## src/sv/blr_pkg.sv

```systemverilog
`default_nettype none

package blr_pkg;

  // Item kind carried on the input channel and through the command queue
  typedef enum logic {
    KIND_LOAD = 1'b0,
    KIND_STEP = 1'b1
  } kind_t;

  // Back-end status seen by the queue and the top level
  typedef struct packed {
    logic pop;
    logic emit;
    logic active;
  } back_stat_t;

  // Width of one queued command for a given coordinate width
  function automatic int entry_bits(input int coord_bits);
    return 6 * coord_bits + 10;
  endfunction

endpackage

`default_nettype wire

```

## src/sv/bresenham_line_raster.sv

```systemverilog
`default_nettype none

// Bresenham line rasterizer for all octants. A load item (kind 0) takes two
// endpoints and gives no result; each step item (kind 1) gives the next pixel
// from the first endpoint through the second, both included, with out_last set
// on the second. A step item while no line is active is dropped, and a load in
// the middle of a line abandons it. The block takes one item per clock while
// the queue has room: the front end works out spans, direction and error-term
// setup combinationally and writes a 4-entry command queue; the back end
// retires one command per clock unless a live step waits on a stalled output,
// with a single add on the error term, and holds the pixel in an output
// register. in_stall rises only when the queue is full.
module bresenham_line_raster #(
  parameter int COORD_BITS = 12
) (
  input  wire logic                  clk,
  input  wire logic                  rst_n,
  input  wire logic                  in_valid,
  output logic                       in_stall,
  input  wire logic                  in_kind,
  input  wire logic [COORD_BITS-1:0] in_start_x,
  input  wire logic [COORD_BITS-1:0] in_start_y,
  input  wire logic [COORD_BITS-1:0] in_end_x,
  input  wire logic [COORD_BITS-1:0] in_end_y,
  output logic                       out_valid,
  input  wire logic                  out_stall,
  output logic [COORD_BITS-1:0]      out_pixel_x,
  output logic [COORD_BITS-1:0]      out_pixel_y,
  output logic                       out_last
);

  localparam int EntryW = blr_pkg::entry_bits(COORD_BITS);

  logic                q_full;
  logic                q_push;
  logic [EntryW-1:0]   q_wdata;
  logic                q_valid;
  logic [EntryW-1:0]   q_rdata;
  blr_pkg::back_stat_t stat;

  // Classify and set up each accepted item
  blr_front #(.COORD_BITS(COORD_BITS)) u_front (
    .in_valid   (in_valid),
    .in_stall   (in_stall),
    .in_kind    (in_kind),
    .in_start_x (in_start_x),
    .in_start_y (in_start_y),
    .in_end_x   (in_end_x),
    .in_end_y   (in_end_y),
    .q_full     (q_full),
    .q_push     (q_push),
    .q_data     (q_wdata)
  );

  // Decouple setup from the pixel walk
  blr_queue #(.WIDTH(EntryW)) u_queue (
    .clk        (clk),
    .rst_n      (rst_n),
    .push       (q_push),
    .push_data  (q_wdata),
    .pop        (stat.pop),
    .full       (q_full),
    .head_valid (q_valid),
    .head_data  (q_rdata)
  );

  // Walk the line and register each pixel
  blr_back #(.COORD_BITS(COORD_BITS)) u_back (
    .clk         (clk),
    .rst_n       (rst_n),
    .q_valid     (q_valid),
    .q_data      (q_rdata),
    .stat        (stat),
    .out_valid   (out_valid),
    .out_stall   (out_stall),
    .out_pixel_x (out_pixel_x),
    .out_pixel_y (out_pixel_y),
    .out_last    (out_last)
  );

  // A new pixel never overwrites a result that is still stalled
  a_emit_free: assert property (@(posedge clk) disable iff (!rst_n)
    stat.emit |-> !(out_valid && out_stall))
    else $error("pixel emitted over a stalled result");

  // The back end retires only commands that are present
  a_pop_valid: assert property (@(posedge clk) disable iff (!rst_n)
    stat.pop |-> q_valid)
    else $error("queue popped while empty");

  // An emitted pixel shows up on the output next cycle
  a_emit_shows: assert property (@(posedge clk) disable iff (!rst_n)
    stat.emit |=> out_valid)
    else $error("emitted pixel not presented");

  // Pixels come only from an active line
  a_emit_active: assert property (@(posedge clk) disable iff (!rst_n)
    stat.emit |-> stat.active)
    else $error("pixel emitted with no active line");

endmodule

`default_nettype wire

```

## src/sv/blr_front.sv

```systemverilog
`default_nettype none

module blr_front #(
  parameter int COORD_BITS = 12
) (
  input  wire logic                                        in_valid,
  output logic                                             in_stall,
  input  wire logic                                        in_kind,
  input  wire logic [COORD_BITS-1:0]                       in_start_x,
  input  wire logic [COORD_BITS-1:0]                       in_start_y,
  input  wire logic [COORD_BITS-1:0]                       in_end_x,
  input  wire logic [COORD_BITS-1:0]                       in_end_y,
  input  wire logic                                        q_full,
  output logic                                             q_push,
  output logic [blr_pkg::entry_bits(COORD_BITS)-1:0]       q_data
);

  typedef struct packed {
    blr_pkg::kind_t                kind;
    logic [COORD_BITS-1:0]         x1;
    logic [COORD_BITS-1:0]         y1;
    logic                          x_major;
    logic                          step_x_neg;
    logic                          step_y_neg;
    logic signed [COORD_BITS+2:0]  err_init;
    logic signed [COORD_BITS+1:0]  diag_incr;
    logic [COORD_BITS:0]           straight_incr;
    logic [COORD_BITS-1:0]         steps;
  } cmd_t;

  logic [COORD_BITS-1:0]       dx;
  logic [COORD_BITS-1:0]       dy;
  logic [COORD_BITS-1:0]       major;
  logic [COORD_BITS-1:0]       minor;
  logic signed [COORD_BITS:0]  span_diff;
  cmd_t                        cmd;

  // Take an item whenever the queue has room
  assign in_stall = q_full;
  assign q_push   = in_valid && !q_full;

  // Classify the line: direction per axis, spans and major axis
  always_comb begin
    cmd            = '0;
    cmd.kind       = blr_pkg::kind_t'(in_kind);
    cmd.x1         = in_start_x;
    cmd.y1         = in_start_y;
    cmd.step_x_neg = in_end_x < in_start_x;
    cmd.step_y_neg = in_end_y < in_start_y;
    dx             = cmd.step_x_neg ? (in_start_x - in_end_x) : (in_end_x - in_start_x);
    dy             = cmd.step_y_neg ? (in_start_y - in_end_y) : (in_end_y - in_start_y);
    cmd.x_major    = dx > dy;
    major          = cmd.x_major ? dx : dy;
    minor          = cmd.x_major ? dy : dx;
    // Prepare the error term and its two increments
    span_diff         = $signed({1'b0, minor}) - $signed({1'b0, major});
    cmd.err_init      = $signed({2'b00, minor, 1'b0}) - $signed({3'b000, major});
    cmd.diag_incr     = {span_diff, 1'b0};
    cmd.straight_incr = {minor, 1'b0};
    cmd.steps         = major;
  end

  assign q_data = cmd;

endmodule

`default_nettype wire

```

## src/sv/blr_queue.sv

```systemverilog
`default_nettype none

module blr_queue #(
  parameter int WIDTH = 82
) (
  input  wire logic             clk,
  input  wire logic             rst_n,
  input  wire logic             push,
  input  wire logic [WIDTH-1:0] push_data,
  input  wire logic             pop,
  output logic                  full,
  output logic                  head_valid,
  output logic [WIDTH-1:0]      head_data
);

  localparam int DEPTH = 4;
  localparam int AW    = $clog2(DEPTH);

  logic [WIDTH-1:0] mem_r [DEPTH];
  logic [AW-1:0]    wr_ptr_r;
  logic [AW-1:0]    wr_ptr_nxt;
  logic [AW-1:0]    rd_ptr_r;
  logic [AW-1:0]    rd_ptr_nxt;
  logic [AW:0]      cnt_r;
  logic [AW:0]      cnt_nxt;
  logic             do_pop;

  assign full       = cnt_r == (AW+1)'(DEPTH);
  assign head_valid = cnt_r != '0;
  assign head_data  = mem_r[rd_ptr_r];
  assign do_pop     = pop && head_valid;

  // Advance pointers and occupancy
  always_comb begin
    wr_ptr_nxt = push ? wr_ptr_r + 1'b1 : wr_ptr_r;
    rd_ptr_nxt = do_pop ? rd_ptr_r + 1'b1 : rd_ptr_r;
    cnt_nxt    = cnt_r;
    if (push && !do_pop) begin
      cnt_nxt = cnt_r + 1'b1;
    end else if (!push && do_pop) begin
      cnt_nxt = cnt_r - 1'b1;
    end
  end

  always_ff @(posedge clk) begin
    if (!rst_n) begin
      wr_ptr_r <= '0;
      rd_ptr_r <= '0;
      cnt_r    <= '0;
    end else begin
      wr_ptr_r <= wr_ptr_nxt;
      rd_ptr_r <= rd_ptr_nxt;
      cnt_r    <= cnt_nxt;
    end
  end

  // Store the pushed item
  always_ff @(posedge clk) begin
    if (push) begin
      mem_r[wr_ptr_r] <= push_data;
    end
  end

endmodule

`default_nettype wire

```

## src/sv/blr_back.sv

```systemverilog
`default_nettype none

module blr_back #(
  parameter int COORD_BITS = 12
) (
  input  wire logic                                  clk,
  input  wire logic                                  rst_n,
  input  wire logic                                  q_valid,
  input  wire logic [blr_pkg::entry_bits(COORD_BITS)-1:0] q_data,
  output blr_pkg::back_stat_t                        stat,
  output logic                                       out_valid,
  input  wire logic                                  out_stall,
  output logic [COORD_BITS-1:0]                      out_pixel_x,
  output logic [COORD_BITS-1:0]                      out_pixel_y,
  output logic                                       out_last
);

  typedef struct packed {
    blr_pkg::kind_t                kind;
    logic [COORD_BITS-1:0]         x1;
    logic [COORD_BITS-1:0]         y1;
    logic                          x_major;
    logic                          step_x_neg;
    logic                          step_y_neg;
    logic signed [COORD_BITS+2:0]  err_init;
    logic signed [COORD_BITS+1:0]  diag_incr;
    logic [COORD_BITS:0]           straight_incr;
    logic [COORD_BITS-1:0]         steps;
  } cmd_t;

  cmd_t                          cmd;

  logic                          active_r, active_nxt;
  logic                          first_r, first_nxt;
  logic [COORD_BITS-1:0]         cur_x_r, cur_x_nxt;
  logic [COORD_BITS-1:0]         cur_y_r, cur_y_nxt;
  logic signed [COORD_BITS+2:0]  err_r, err_nxt;
  logic signed [COORD_BITS+1:0]  diag_r, diag_nxt;
  logic [COORD_BITS:0]           straight_r, straight_nxt;
  logic [COORD_BITS-1:0]         steps_r, steps_nxt;
  logic                          xmaj_r, xmaj_nxt;
  logic                          sxn_r, sxn_nxt;
  logic                          syn_r, syn_nxt;
  logic                          out_valid_r, out_valid_nxt;
  logic [COORD_BITS-1:0]         out_x_r, out_x_nxt;
  logic [COORD_BITS-1:0]         out_y_r, out_y_nxt;
  logic                          out_last_r, out_last_nxt;

  logic                          out_free;
  logic                          is_load;
  logic                          pop;
  logic                          emit;
  logic                          diag_step;
  logic [COORD_BITS-1:0]         step_x;
  logic [COORD_BITS-1:0]         step_y;
  logic signed [COORD_BITS+2:0]  err_adv;

  assign cmd      = cmd_t'(q_data);
  assign out_free = !out_valid_r || !out_stall;
  assign is_load  = cmd.kind == blr_pkg::KIND_LOAD;
  // Loads and dead steps retire at once; live steps wait for the output slot
  assign pop      = q_valid && (is_load || !active_r || out_free);
  assign emit     = q_valid && !is_load && active_r && out_free;

  // One walk step: straight or diagonal by the sign of the error term
  always_comb begin
    diag_step = !err_r[COORD_BITS+2];
    step_x    = sxn_r ? cur_x_r - 1'b1 : cur_x_r + 1'b1;
    step_y    = syn_r ? cur_y_r - 1'b1 : cur_y_r + 1'b1;
    if (diag_step) begin
      err_adv = err_r + (COORD_BITS+3)'(diag_r);
    end else begin
      err_adv = err_r + $signed({2'b00, straight_r});
    end
  end

  // Load a line or emit the next pixel
  always_comb begin
    active_nxt    = active_r;
    first_nxt     = first_r;
    cur_x_nxt     = cur_x_r;
    cur_y_nxt     = cur_y_r;
    err_nxt       = err_r;
    diag_nxt      = diag_r;
    straight_nxt  = straight_r;
    steps_nxt     = steps_r;
    xmaj_nxt      = xmaj_r;
    sxn_nxt       = sxn_r;
    syn_nxt       = syn_r;
    out_valid_nxt = out_valid_r && out_stall;
    out_x_nxt     = out_x_r;
    out_y_nxt     = out_y_r;
    out_last_nxt  = out_last_r;
    if (pop && is_load) begin
      active_nxt   = 1'b1;
      first_nxt    = 1'b1;
      cur_x_nxt    = cmd.x1;
      cur_y_nxt    = cmd.y1;
      err_nxt      = cmd.err_init;
      diag_nxt     = cmd.diag_incr;
      straight_nxt = cmd.straight_incr;
      steps_nxt    = cmd.steps;
      xmaj_nxt     = cmd.x_major;
      sxn_nxt      = cmd.step_x_neg;
      syn_nxt      = cmd.step_y_neg;
    end else if (emit) begin
      if (first_r) begin
        first_nxt = 1'b0;
      end else begin
        if (xmaj_r || diag_step) begin
          cur_x_nxt = step_x;
        end
        if (!xmaj_r || diag_step) begin
          cur_y_nxt = step_y;
        end
        err_nxt = err_adv;
        if (steps_r != '0) begin
          steps_nxt = steps_r - 1'b1;
        end
      end
      active_nxt    = steps_nxt != '0;
      out_valid_nxt = 1'b1;
      out_x_nxt     = cur_x_nxt;
      out_y_nxt     = cur_y_nxt;
      out_last_nxt  = steps_nxt == '0;
    end
  end

  always_ff @(posedge clk) begin
    if (!rst_n) begin
      active_r    <= 1'b0;
      first_r     <= 1'b0;
      out_valid_r <= 1'b0;
    end else begin
      active_r    <= active_nxt;
      first_r     <= first_nxt;
      out_valid_r <= out_valid_nxt;
    end
    cur_x_r    <= cur_x_nxt;
    cur_y_r    <= cur_y_nxt;
    err_r      <= err_nxt;
    diag_r     <= diag_nxt;
    straight_r <= straight_nxt;
    steps_r    <= steps_nxt;
    xmaj_r     <= xmaj_nxt;
    sxn_r      <= sxn_nxt;
    syn_r      <= syn_nxt;
    out_x_r    <= out_x_nxt;
    out_y_r    <= out_y_nxt;
    out_last_r <= out_last_nxt;
  end

  assign stat.pop    = pop;
  assign stat.emit   = emit;
  assign stat.active = active_r;

  assign out_valid   = out_valid_r;
  assign out_pixel_x = out_x_r;
  assign out_pixel_y = out_y_r;
  assign out_last    = out_last_r;

endmodule

`default_nettype wire
```

## config.mk

```make
export PLATFORM = sky130hd
export DESIGN_NAME = bresenham_line_raster
export DESIGN_NICKNAME = d
export VERILOG_FILES = /design/src/sv/blr_pkg.sv /design/src/sv/bresenham_line_raster.sv /design/src/sv/blr_front.sv /design/src/sv/blr_queue.sv /design/src/sv/blr_back.sv
export SDC_FILE = /design/constraint.sdc
export NUM_CORES = 1
export LEC_CHECK = 0
export BUFFER_PORTS_ARGS = -buffer_cell sky130_fd_sc_hd__buf_4
export CAP_MARGIN = 20
export CORE_ASPECT_RATIO = 0.7
export CORE_MARGIN = 2
export CORE_UTILIZATION = 54
export DETAILED_ROUTE_END_ITERATION = 6
export PLACE_DENSITY = 0.74
export SYNTH_ARGS = -nofsm -noshare
export SYNTH_HDL_FRONTEND = slang
export SYNTH_SLANG_ARGS = --single-unit
```

## constraint.sdc

```tcl
create_clock -name clk -period 24.2 [get_ports clk]
set_input_delay 4.84 -clock clk [delete_from_list [all_inputs] [get_ports clk]]
set_output_delay 4.84 -clock clk [all_outputs]
set_load 0.02 [all_outputs]
```

Word-level counts from Yosys, hierarchy flattened

Memory sizes are Yosys's and may differ from the RTL's. A register that Yosys moved wholly into a read port is not among the register bits.
Cells that the tools add are included.

Register bits: 116
Memory bits (writable): 320
Bits of input ports: 53
Output and inout port bits: 27
Word-level logic and storage cells: 110
Memories kept: 1

Memories:

| memory        | depth | width | rd ports | clocked after memory_dff | write ports | line            | RTL |
|---|---|---|---|---|---|---|---|
| u_queue.mem_r | 4     | 80    | 1        | 1                        | 1           | blr_queue.sv:19 | `logic [WIDTH-1:0] mem_r [DEPTH];` |

Add/subtract/negate cells: 17
Magnitude comparators: 3
Equality and inequality tests: 2
Mux-type cells: 36
Bitwise gates (word level): 2
Reduce and logical (&&, ||, !) cells: 31

Operators by type and width:

| operator                | number |
|---|---|
| $mux W12                | 20 |
| $mux W15                | 4 |
| $sub A12 B12 Y12        | 4 |
| $sub A12 B1 Y12 const B | 3 |
| $add A15 B14 Y15        | 2 |
| $add A12 B1 Y12 const B | 2 |
| $lt A12 B12 Y1          | 2 |
| $reduce_bool A12 Y1     | 2 |
| $sub A13 B12 Y14        | 1 |
| $sub A12 B12 Y13        | 1 |
| $gt A12 B12 Y1          | 1 |
| $logic_not A12 Y1       | 1 |
| $logic_and A1 B1 Y1     | 10 |
| $logic_not A1 Y1        | 8 |
| $mux W1                 | 8 |
| $mux W3                 | 2 |
| $logic_or A1 B1 Y1      | 5 |
| $add A2 B1 Y2 const B   | 2 |
| $mux W2                 | 2 |
| $reduce_and A2 Y1       | 2 |
| $reduce_bool A2 Y1      | 2 |
| $add A3 B1 Y3 const B   | 1 |
| $eq A3 B3 Y1 const B    | 1 |
| $reduce_bool A3 Y1      | 1 |
| 3 further kinds         | 4 |

Longest topological paths before layout

Gate-level depths: netlist of the first run.

Depth after elaboration: 9
Depth in mapped cells: 37
Mapped depth without buffers: 32

By module

From an unflattened synthesis of the first run, not the netlist that was laid out.

Cells, all modules: 1713
Area, all modules: 23396.2 um^2

Modules (own cells, without submodules):

| module    | instances | cells each | area each (um^2) | seq. area each (um^2) |
|---|---|---|---|---|
| blr_queue | 1         | 471        | 12375.6          | 10029.6 |
| blr_back  | 1         | 609        | 6463.7           | 3243.1 |
| blr_front | 1         | 633        | 4556.9           | 0.0 |

Worst setup path after synthesis of the first run

OpenSTA, ideal clock, no wires.

Path kind: input to register
Start point: input in_end_y[0]
End point: memory u_queue.mem_r[0][51] (netlist bit), data pin
Library setup time: 0.217 ns
Arrival: 11.696 ns
Data required time: 23.983 ns
Path slack: 12.288 ns
Stages: 37
Path buffers: 5
Path through: inv_1 ha_1 inv_1 fa_1 nand3_1 a2111oi_4 a211oi_4 buf_6 mux2i_1 o31a_2 o21ai_1 a221oi_2 xnor2_1 inv_1 ha_1 nand4_1 or3_1 nor3_1 a21o_1 buf_2 buf_1 clkbuf_1 clkbuf_1 nand2_1 o21ai_0 inv_1 ha_1 nand2_1 a211oi_1 a311o_1 a21oi_1 o32ai_1 a32oi_1 o2111ai_1 a21boi_1 o211ai_1 a211oi_1

Longest elaborated chain between the ends: 5
Elaborated cells between the ends (all ways): 8
Classes of those cells: 3 x add/sub; 2 x order compare; 3 x mux

RTL lines:

| what               | line                        | RTL |
|---|---|---|
| start: declaration | bresenham_line_raster.sv:24 | `input wire logic [COORD_BITS-1:0] in_end_y,` |
| $lt A12 B12 Y1 *   | blr_front.sv:49             | `cmd.step_y_neg = in_end_y < in_start_y;` |
| net q_wdata[54]    | bresenham_line_raster.sv:36 | `logic [EntryW-1:0] q_wdata;` |
| $mux W12 *         | blr_front.sv:51             | `dy = cmd.step_y_neg ? (in_start_y - in_end_y) : (in_end_y - in_start_y);` |
| $gt A12 B12 Y1     | blr_front.sv:52             | `cmd.x_major = dx > dy;` |
| $mux W12 *         | blr_front.sv:54             | `minor = cmd.x_major ? dy : dx;` |
| net q_wdata[13]    | bresenham_line_raster.sv:36 |  |
| $sub A13 B12 Y14 * | blr_front.sv:57             | `cmd.err_init = $signed({2'b00, minor, 1'b0}) - $signed({3'b000, major});` |
| net q_wdata[52]    | bresenham_line_raster.sv:36 |  |
| end: declaration   | blr_queue.sv:19             |  |

The timed path passes the listed nets; every way through them passes the cells marked *.

Final worst setup path of the first run

Start point: input in_end_y[0]
End point: memory u_queue.mem_r[2][51] (netlist bit), data pin

Longest elaborated chain between the ends: 5
Elaborated cells between the ends (all ways): 8
Classes of those cells: 3 x add/sub; 2 x order compare; 3 x mux

RTL lines:

| what                                                      | line |
|---|---|
| $sub A12 B12 Y12 / $lt A12 B12 Y1 (equally long branches) | blr_front.sv:51, blr_front.sv:49 |
| $mux W12 *                                                | blr_front.sv:51 |
| $gt A12 B12 Y1                                            | blr_front.sv:52 |
| $mux W12 *                                                | blr_front.sv:54 |
| net q_wdata[13]                                           | bresenham_line_raster.sv:36 |
| $sub A13 B12 Y14 *                                        | blr_front.sv:57 |
| net q_wdata[52]                                           | bresenham_line_raster.sv:36 |

Marks and branches as above.

==> results of run 1 <==
[placed cells by master (no fill, tap or decap), types with 13 or more instances in the layout]
| master | synthesis | final |
|---|---|---|
| nand2_1 | 122 | 122 |
| o31ai_1 | 13 | 13 |
| a21o_1 | 19 | 19 |
| mux2i_1 | 21 | 21 |
| a21boi_0 | 15 | 15 |
| a21oi_1 | 76 | 76 |
| mux2_2 | 23 | 23 |
| or3_1 | 13 | 13 |
| nor2_1 | 82 | 82 |
| edfxtp_1 | 415 | 415 |
| mux4_2 | 78 | 78 |
| nor2b_1 | 20 | 20 |
| clkbuf_16 | 0 | 42 |
| ha_1 | 103 | 103 |
| o21ai_0 | 88 | 87 |
| buf_4 | 0 | 93 |
| inv_1 | 119 | 118 |
| xnor2_1 | 55 | 55 |
| nand3_1 | 20 | 20 |
| nor3_1 | 29 | 29 |
| xor2_1 | 23 | 23 |
[kinds of logic (layout without fill, tap and decap cells)]
kind of cell / Yosys count / count (layout) / synth area share
flops: 427 / 427 / 0.5863
mux: 127 / 127 / 0.1064
simple gates: 354 / 354 / 0.07802
fa+ha+maj: 114 / 114 / 0.06872
buf+inv: 182 / 289 / 0.03240
compound gates: 306 / 306 / 0.09211
xor+xnor: 84 / 84 / 0.03604
[worst reg2reg max path, delay by kind of cell (launching register included)]
family | cells | cell delay, ns
compound gates | 9 | 1.88
xor+xnor | 1 | 0.17
simple gates | 2 | 0.21
fa+ha+maj | 2 | 0.43
buf+inv | 1 | 0.07
flops | 1 | 0.63
mux | 1 | 0.41
[state kept, by name, indices dropped and copies added (netlist names), named ones only]
signal / count
u_back.out_last: 1
u_back.active_r: 1
u_back.first_r: 1
u_back.straight_r: 12
u_queue.wr_ptr_r: 2
u_back.diag_r: 13
u_back.out_pixel_y: 12
u_queue.cnt_r: 3
u_back.sxn_r: 1
u_queue.mem_r: 312
u_back.out_pixel_x: 12
u_back.out_valid: 1
u_back.err_r: 14
u_back.steps_r: 12
u_back.syn_r: 1
u_back.cur_y_r: 12
u_back.cur_x_r: 12
u_queue.rd_ptr_r: 2
u_back.xmaj_r: 1
[routing by layer]
layer	track usage	routed length, um	share of wire
met5	0	0	0
met1	0.3666	22510	0.46
met2	0.3506	21000	0.43
met4	0.05015	647	0.013
met3	0.04977	4267	0.088
[path summary, 6_finish.rpt]
kind	start	end	slack, ns	cells past startpoint
max reg2reg	u_back.err_r[14]	u_back.err_r[13]	20.12	16
min	u_queue.cnt_r[2]	u_queue.cnt_r[2]	0.52	2
max	in_end_y[0]	u_queue.mem_r[2][51]	11.87	34
min reg2reg	u_queue.cnt_r[2]	u_queue.cnt_r[2]	0.52	2
[cell type report]
cell class	instances	area, um^2
fillers	2984	15410
flip-flops and latches	427	12710
multi-input cells	985	8275
clock buffers	52	1119
repair buffers	94	725.7
well taps	535	669.4
inverters	123	461.7
clock inverters	20	244.0
[power by group through the flow]
stage	Combinational (mW)	Sequential, mW	Clock [mW]
global route	1.75	1.33	0.692
detailed placement	1.57	1.33	0
CTS	1.58	1.31	0.662
finish	1.59	1.31	0.654
floorplan	1.14	1.30	0
global placement	1.52	1.32	0
[per-stage QoR]
stage / std cells / hold slack (ns) / util / instance area, um^2
2_1_floorplan: 1594 / 0.4724 / - / 21670
3_3_place_gp: 2163 / 0.5002 / 0.5760 / 22810
3_5_place_dp: 2163 / 0.5187 / 0.5760 / 22810
4_1_cts: 2235 / 0.5290 / 0.6103 / 24180
5_1_grt: 2236 / 0.5447 / 0.6110 / 24200
6_report: 2236 / 0.5238 / 0.6110 / 24200
==> results by group, run 1 <==
Synth
  • Synth Area per Inst: around 14 um^2
  • Synth cell types: 88
  • Primary FF master, synth: edfxtp_1
  • Yosys warns: 0
  • Post-synth EDFFs: 415
  • Most frequent cell after synthesis: edfxtp_1
  • Top cell type's share of synthesized area: 0.5752
  • Synth Net Count: 1759
  • Post-synth ARST share: 0
  • Post-Syn Instances: 1594
  • Mapped Area: 21670 um^2
  • Most frequent cells after synthesis: edfxtp_1 (415), nand2_1 (122), inv_1 (119)
  • Leading area contributor after synthesis: edfxtp_1
  • Register area share after synthesis: 0.5863
  • Flops & latches, synth: ~430
  • Largest cells by area after synthesis: edfxtp_1 (58%), mux4_2 (8.1%), ha_1 (5.9%)

Finish
  • ANT cells: 0
  • Layout area overhead: 11.72%
  • Final-stage net count: about 1800
  • Layout cell share with drive strength beyond 1: 0.1775

Power
  • Sw frac: 0.3764
  • Seq pwr share: 0.370
  • Clock share of power: 0.184
  • Leak Pwr: between 8 and 9 nW
  • Combinational power share: 0.446
  • Power, Total: 3.552 mW
  • Pwr dens: 146.8 nW/um^2
  • Max rail drop VDD: 0.00009028 V
  • Internal power: 2.215 mW
  • Switching pwr: around 1.3 mW

Critical path
  • Crit-path max cell delay: 0.80 ns
  • CP Class: input port to register
  • Worst path bufs/invs: 6
  • Critical path required time: 24.49 ns
  • CP max FO: 37
  • Startpoint class of the critical path: input port
  • Cell family with most CP delay: compound AO/OA/AOI/OAI gates
  • Crit-path most repeated cell: inv_1
  • Critical Path AT: 12.62 ns
  • Worst setup EP type: register
  • Slowest-stage cell, CP: a211oi_4

Clock tree
  • CTS tree: built
  • H-tree Lvls: 2
  • Clock Pin Slew Worst Setup and Hold Paths: 0.06 ns
  • Post-cts gate resize count: 0
  • Setup bufs post-CTS: 0
  • CTS max path bufs: 3
  • Hold buffer count at CTS: 0
  • Sink Count: roughly 430
  • Root Buffer: clkbuf_16
  • Skew-Pair Late Insertion Delay: 0.55 ns
  • TritonCTS Buffers: 40

GRT
  • Total track usage: 0.2382
  • Vias in the first global route: roughly 13000
  • Grt ovf: 0
  • First-pass GRT wire length: approximately 76 mm
  • Initial antenna violation count: 2
  • Largest net degree at the start of global routing: 55

Timing
  • Setup TNS Final: 0 ns
  • Max-slew headroom: 0.2493
  • Final hold vios: 0
  • Final min period: between 10 and 15 ns
  • Final worst setup slack: 11.87 ns
  • Least-Margin Pin Slew: 1.114 ns
  • Fmax: 81.09 MHz
  • Unrepaired setup endpoints after global routing: false
  • Final worst clock skew: approximately 0.015 ns
  • Final setup viols: 0
  • Tcrit/Tclk final: 0.5096
  • Max Slew Vio Count: 0

Detailed routing
  • Iteration count of the initial detailed-routing pass: 7
  • Via density: 5.919
  • Drt drc: 0
  • Final ANT Viol Nets: 0
  • DR iter-0 viols: 1402
  • Total number of vias: 13235
  • WL per Instance: 21.66 um
  • Routed WL: 48.43 mm

Placement
  • Setup WS pre-CTS: 11.41 ns
  • GPL Wtd Cong: 0.9179
  • PortBufs: 79
  • Detail Placement HPWL: 33.22 mm

Floorplanning
  • Number of core rows: 61
  • Initial core utilization: 0.5470
  • Die span in y: 171.6 um
  • Die Span X: 243.4 um
  • Core area: about 40000 um^2
  • Ports: 80
  • Die ar.: around 42000 um^2

Status
  • Status: finished clean

Worst hold path
  • Worst hold path class: register to register

Run
  • Max cap viols: 0
Note: power is estimated with default switching activity, not from simulation.
==> inputs of run 2 (changes only) <==
- PLACE_DENSITY: 0.74 -> 0.77
- clock period: 24.2 -> 10.85 ns (I/O delays scaled with it)
==> results by group, run 2 (synthesis results as in run 1) <==
Clock tree
  • CTS max path bufs: 3 (unchanged)
  • Skew-Pair Late Insertion Delay: 0.56 ns (about the same)
  • Hold buffer count at CTS: 0 (unchanged)
  • Sink Count: 427 (unchanged)
  • Root Buffer: clkbuf_16
  • H-tree Lvls: 2 (unchanged)
  • CTS tree: built
  • TritonCTS Buffers: 39 (-2.5%)
  • Setup bufs post-CTS: 0 (unchanged)
  • Clock Pin Slew Worst Setup and Hold Paths: 0.07 ns (about the same)
  • Post-cts gate resize count: 0 (unchanged)

Detailed routing
  • WL per Instance: 21.53 um (-0.62%)
  • Drt drc: 0 (unchanged)
  • Iteration count of the initial detailed-routing pass: 6 (-1)
  • Via density: 5.952 (+0.55%)
  • DR iter-0 viols: 1405 (+0.21%)
  • Total number of vias: 13290 (+0.42%)
  • Final ANT Viol Nets: 0 (unchanged)
  • Routed WL: 48.07 mm (-0.75%)

Timing
  • Tcrit/Tclk final: 0.8443
  • Final worst setup slack: 1.690 ns (-10.18 ns)
  • Final setup viols: 0 (unchanged)
  • Final hold vios: 0 (unchanged)
  • Max Slew Vio Count: 0 (unchanged)
  • Hold_ws: 0.5256 ns (+0.001838 ns)
  • Max-slew headroom: 0.3070 (+0.05773)
  • Setup TNS Final: 0 ns (unchanged)
  • Final worst clock skew: 0.01667 ns (+0.001891 ns)
  • Least-Margin Pin Slew: 1.029 ns (-0.08568 ns)
  • Fmax: 109.2 MHz
  • Final min period: 9.160 ns
  • Unrepaired setup endpoints after global routing: false

Run
  • Max cap viols: 0 (unchanged)

Placement
  • Detail Placement HPWL: 32.89 mm (-1.0%)
  • GPL Wtd Cong: 0.8952 (-2.5%)
  • Setup WS pre-CTS: 1.243 ns (-10.16 ns)
  • PortBufs: 79 (unchanged)

Status
  • Status: finished clean

Critical path
  • Worst R2R Start: u_back.err_r[14]
  • Worst setup EP type: register
  • Critical path required time: 11.16 ns (-13.33 ns)
  • Crit-path most repeated cell: inv_1
  • CP max FO: 11 (-70%)
  • CP Class: input port to register
  • Crit path from: in_end_y[0]
  • Startpoint class of the critical path: input port
  • Slowest-stage cell, CP: a311oi_1
  • Critical Path AT: 9.47 ns (-3.15 ns)
  • Crit-path max cell delay: 0.56 ns (-0.24 ns)

Finish
  • Commonest cells after routing, fill and taps aside: edfxtp_1 (415), nand2_1 (122), inv_1 (118)
  • Final-stage net count: 1834 (-0.11%)
  • Layout area overhead: 11.17%
  • Layout cell share with drive strength beyond 1: 0.1780 (+0.0004185)
  • Fill cells: 2988 (+0.13%)
  • Most common cell after layout, fill and taps aside: edfxtp_1
  • Max FFs per register: 312 (unchanged)
  • Layout Utilization: 0.6081 (-0.002969)
  • Biggest register: u_queue.mem_r
  • Reg area: 12710 um^2 (unchanged)
  • Multi-input logic area: 8275 um^2 (unchanged)
  • Top flop regs: u_queue.mem_r: 312 flops, u_back.err_r: 14 flops, u_back.diag_r: 13 flops

Worst hold path
  • Hold wc startpoint: u_queue.cnt_r[2]
  • Worst hold path class: register to register

Floorplanning
  • Die Span X: 243.4 um (unchanged)
  • Initial core utilization: 0.5470 (unchanged)
  • Core area: 39610 um^2 (unchanged)
  • Number of core rows: 61 (unchanged)
  • Ports: 80 (unchanged)
  • Die ar.: 41770 um^2 (unchanged)
  • Die span in y: 171.6 um (unchanged)

Power
  • Leak Pwr: 8.798 nW (-0.58%)
  • Pwr dens: 324.5 nW/um^2 (+120%)
  • Max rail drop VDD: 0.0001731 V (+92%)

GRT
  • Largest net degree at the start of global routing: 70 (+27%)
  • Total track usage: 0.2336 (-0.004566)
  • Initial antenna violation count: 7 (+5)
  • Vias in the first global route: 12997 (+0.25%)
  • First-pass GRT wire length: 74.36 mm (-1.7%)
  • Grt ovf: 0 (unchanged)
## run 2: cell types whose count changed in the layout (fill, tap and decap cells not counted), sizes merged, moves of 2 or more
cell	before	now
clkbuf	52	44
bufinv	5	3
clkinvlp	0	2
clkinv	13	19
## run 2: area by class of cell
type | count | area share
multi-input cells | 985 | 0.3436
flip-flops and latches | 427 | 0.5277
well taps | 535 | 0.02779
clock buffers | 44 | 0.04306
clock inverters | 25 | 0.008831
diodes | 1 | 0.0001039
repair buffers | 93 | 0.02982
inverters | 123 | 0.01917
## run 2: per-layer routing
| metal | global-route usage | vias to the layer above | wire length [um] |
|---|---|---|---|
| met3 | 0.04338 | 66 | 3608 |
| met1 | 0.3538 | 6649 | 22660 |
| met2 | 0.3528 | 429 | 20950 |
| met4 | 0.05388 | 0 | 843 |
| li1 | - | 6146 | - |
| met5 | 0 | - | 0 |
## run 2: power by group
part           total [mW]  internal (mW)  switching, mW  leakage (nW)
sequential           2.97           2.74          0.224          3.92
combinational        3.49           1.35           2.14          4.26
clock                1.36          0.762          0.597         0.622
## run 2: worst max-delay path: cells and delay by family
kind	cells	cell delay, ns
adder cells (fa/ha/maj)	4	1.32
buffers and inverters	6	0.80
XOR/XNOR	1	0.30
AND/OR/NAND/NOR	4	0.61
AO/OA/AOI/OAI	16	4.24
## run 2: worst paths after layout
path | endpoint | slack [ns] | cells past startpoint
setup / recovery | u_queue.mem_r[1][51] | 1.69 | 31
hold / removal | u_queue.cnt_r[2] | 0.53 | 2
setup reg to reg | u_back.err_r[13] | 6.75 | 16
hold reg to reg | u_queue.cnt_r[2] | 0.53 | 2
## run 2: per-stage QoR
stage | cell area, um^2 | std cells | total power [mW]
floorplan | 21670 | 1594 | 5.447
global placement | 22810 | 2162 | 6.284
detailed placement | 22810 | 2162 | 6.424
CTS | 24060 | 2231 | 7.810
global route | 24080 | 2232 | 8.290
finish | 24090 | 2233 | 7.816
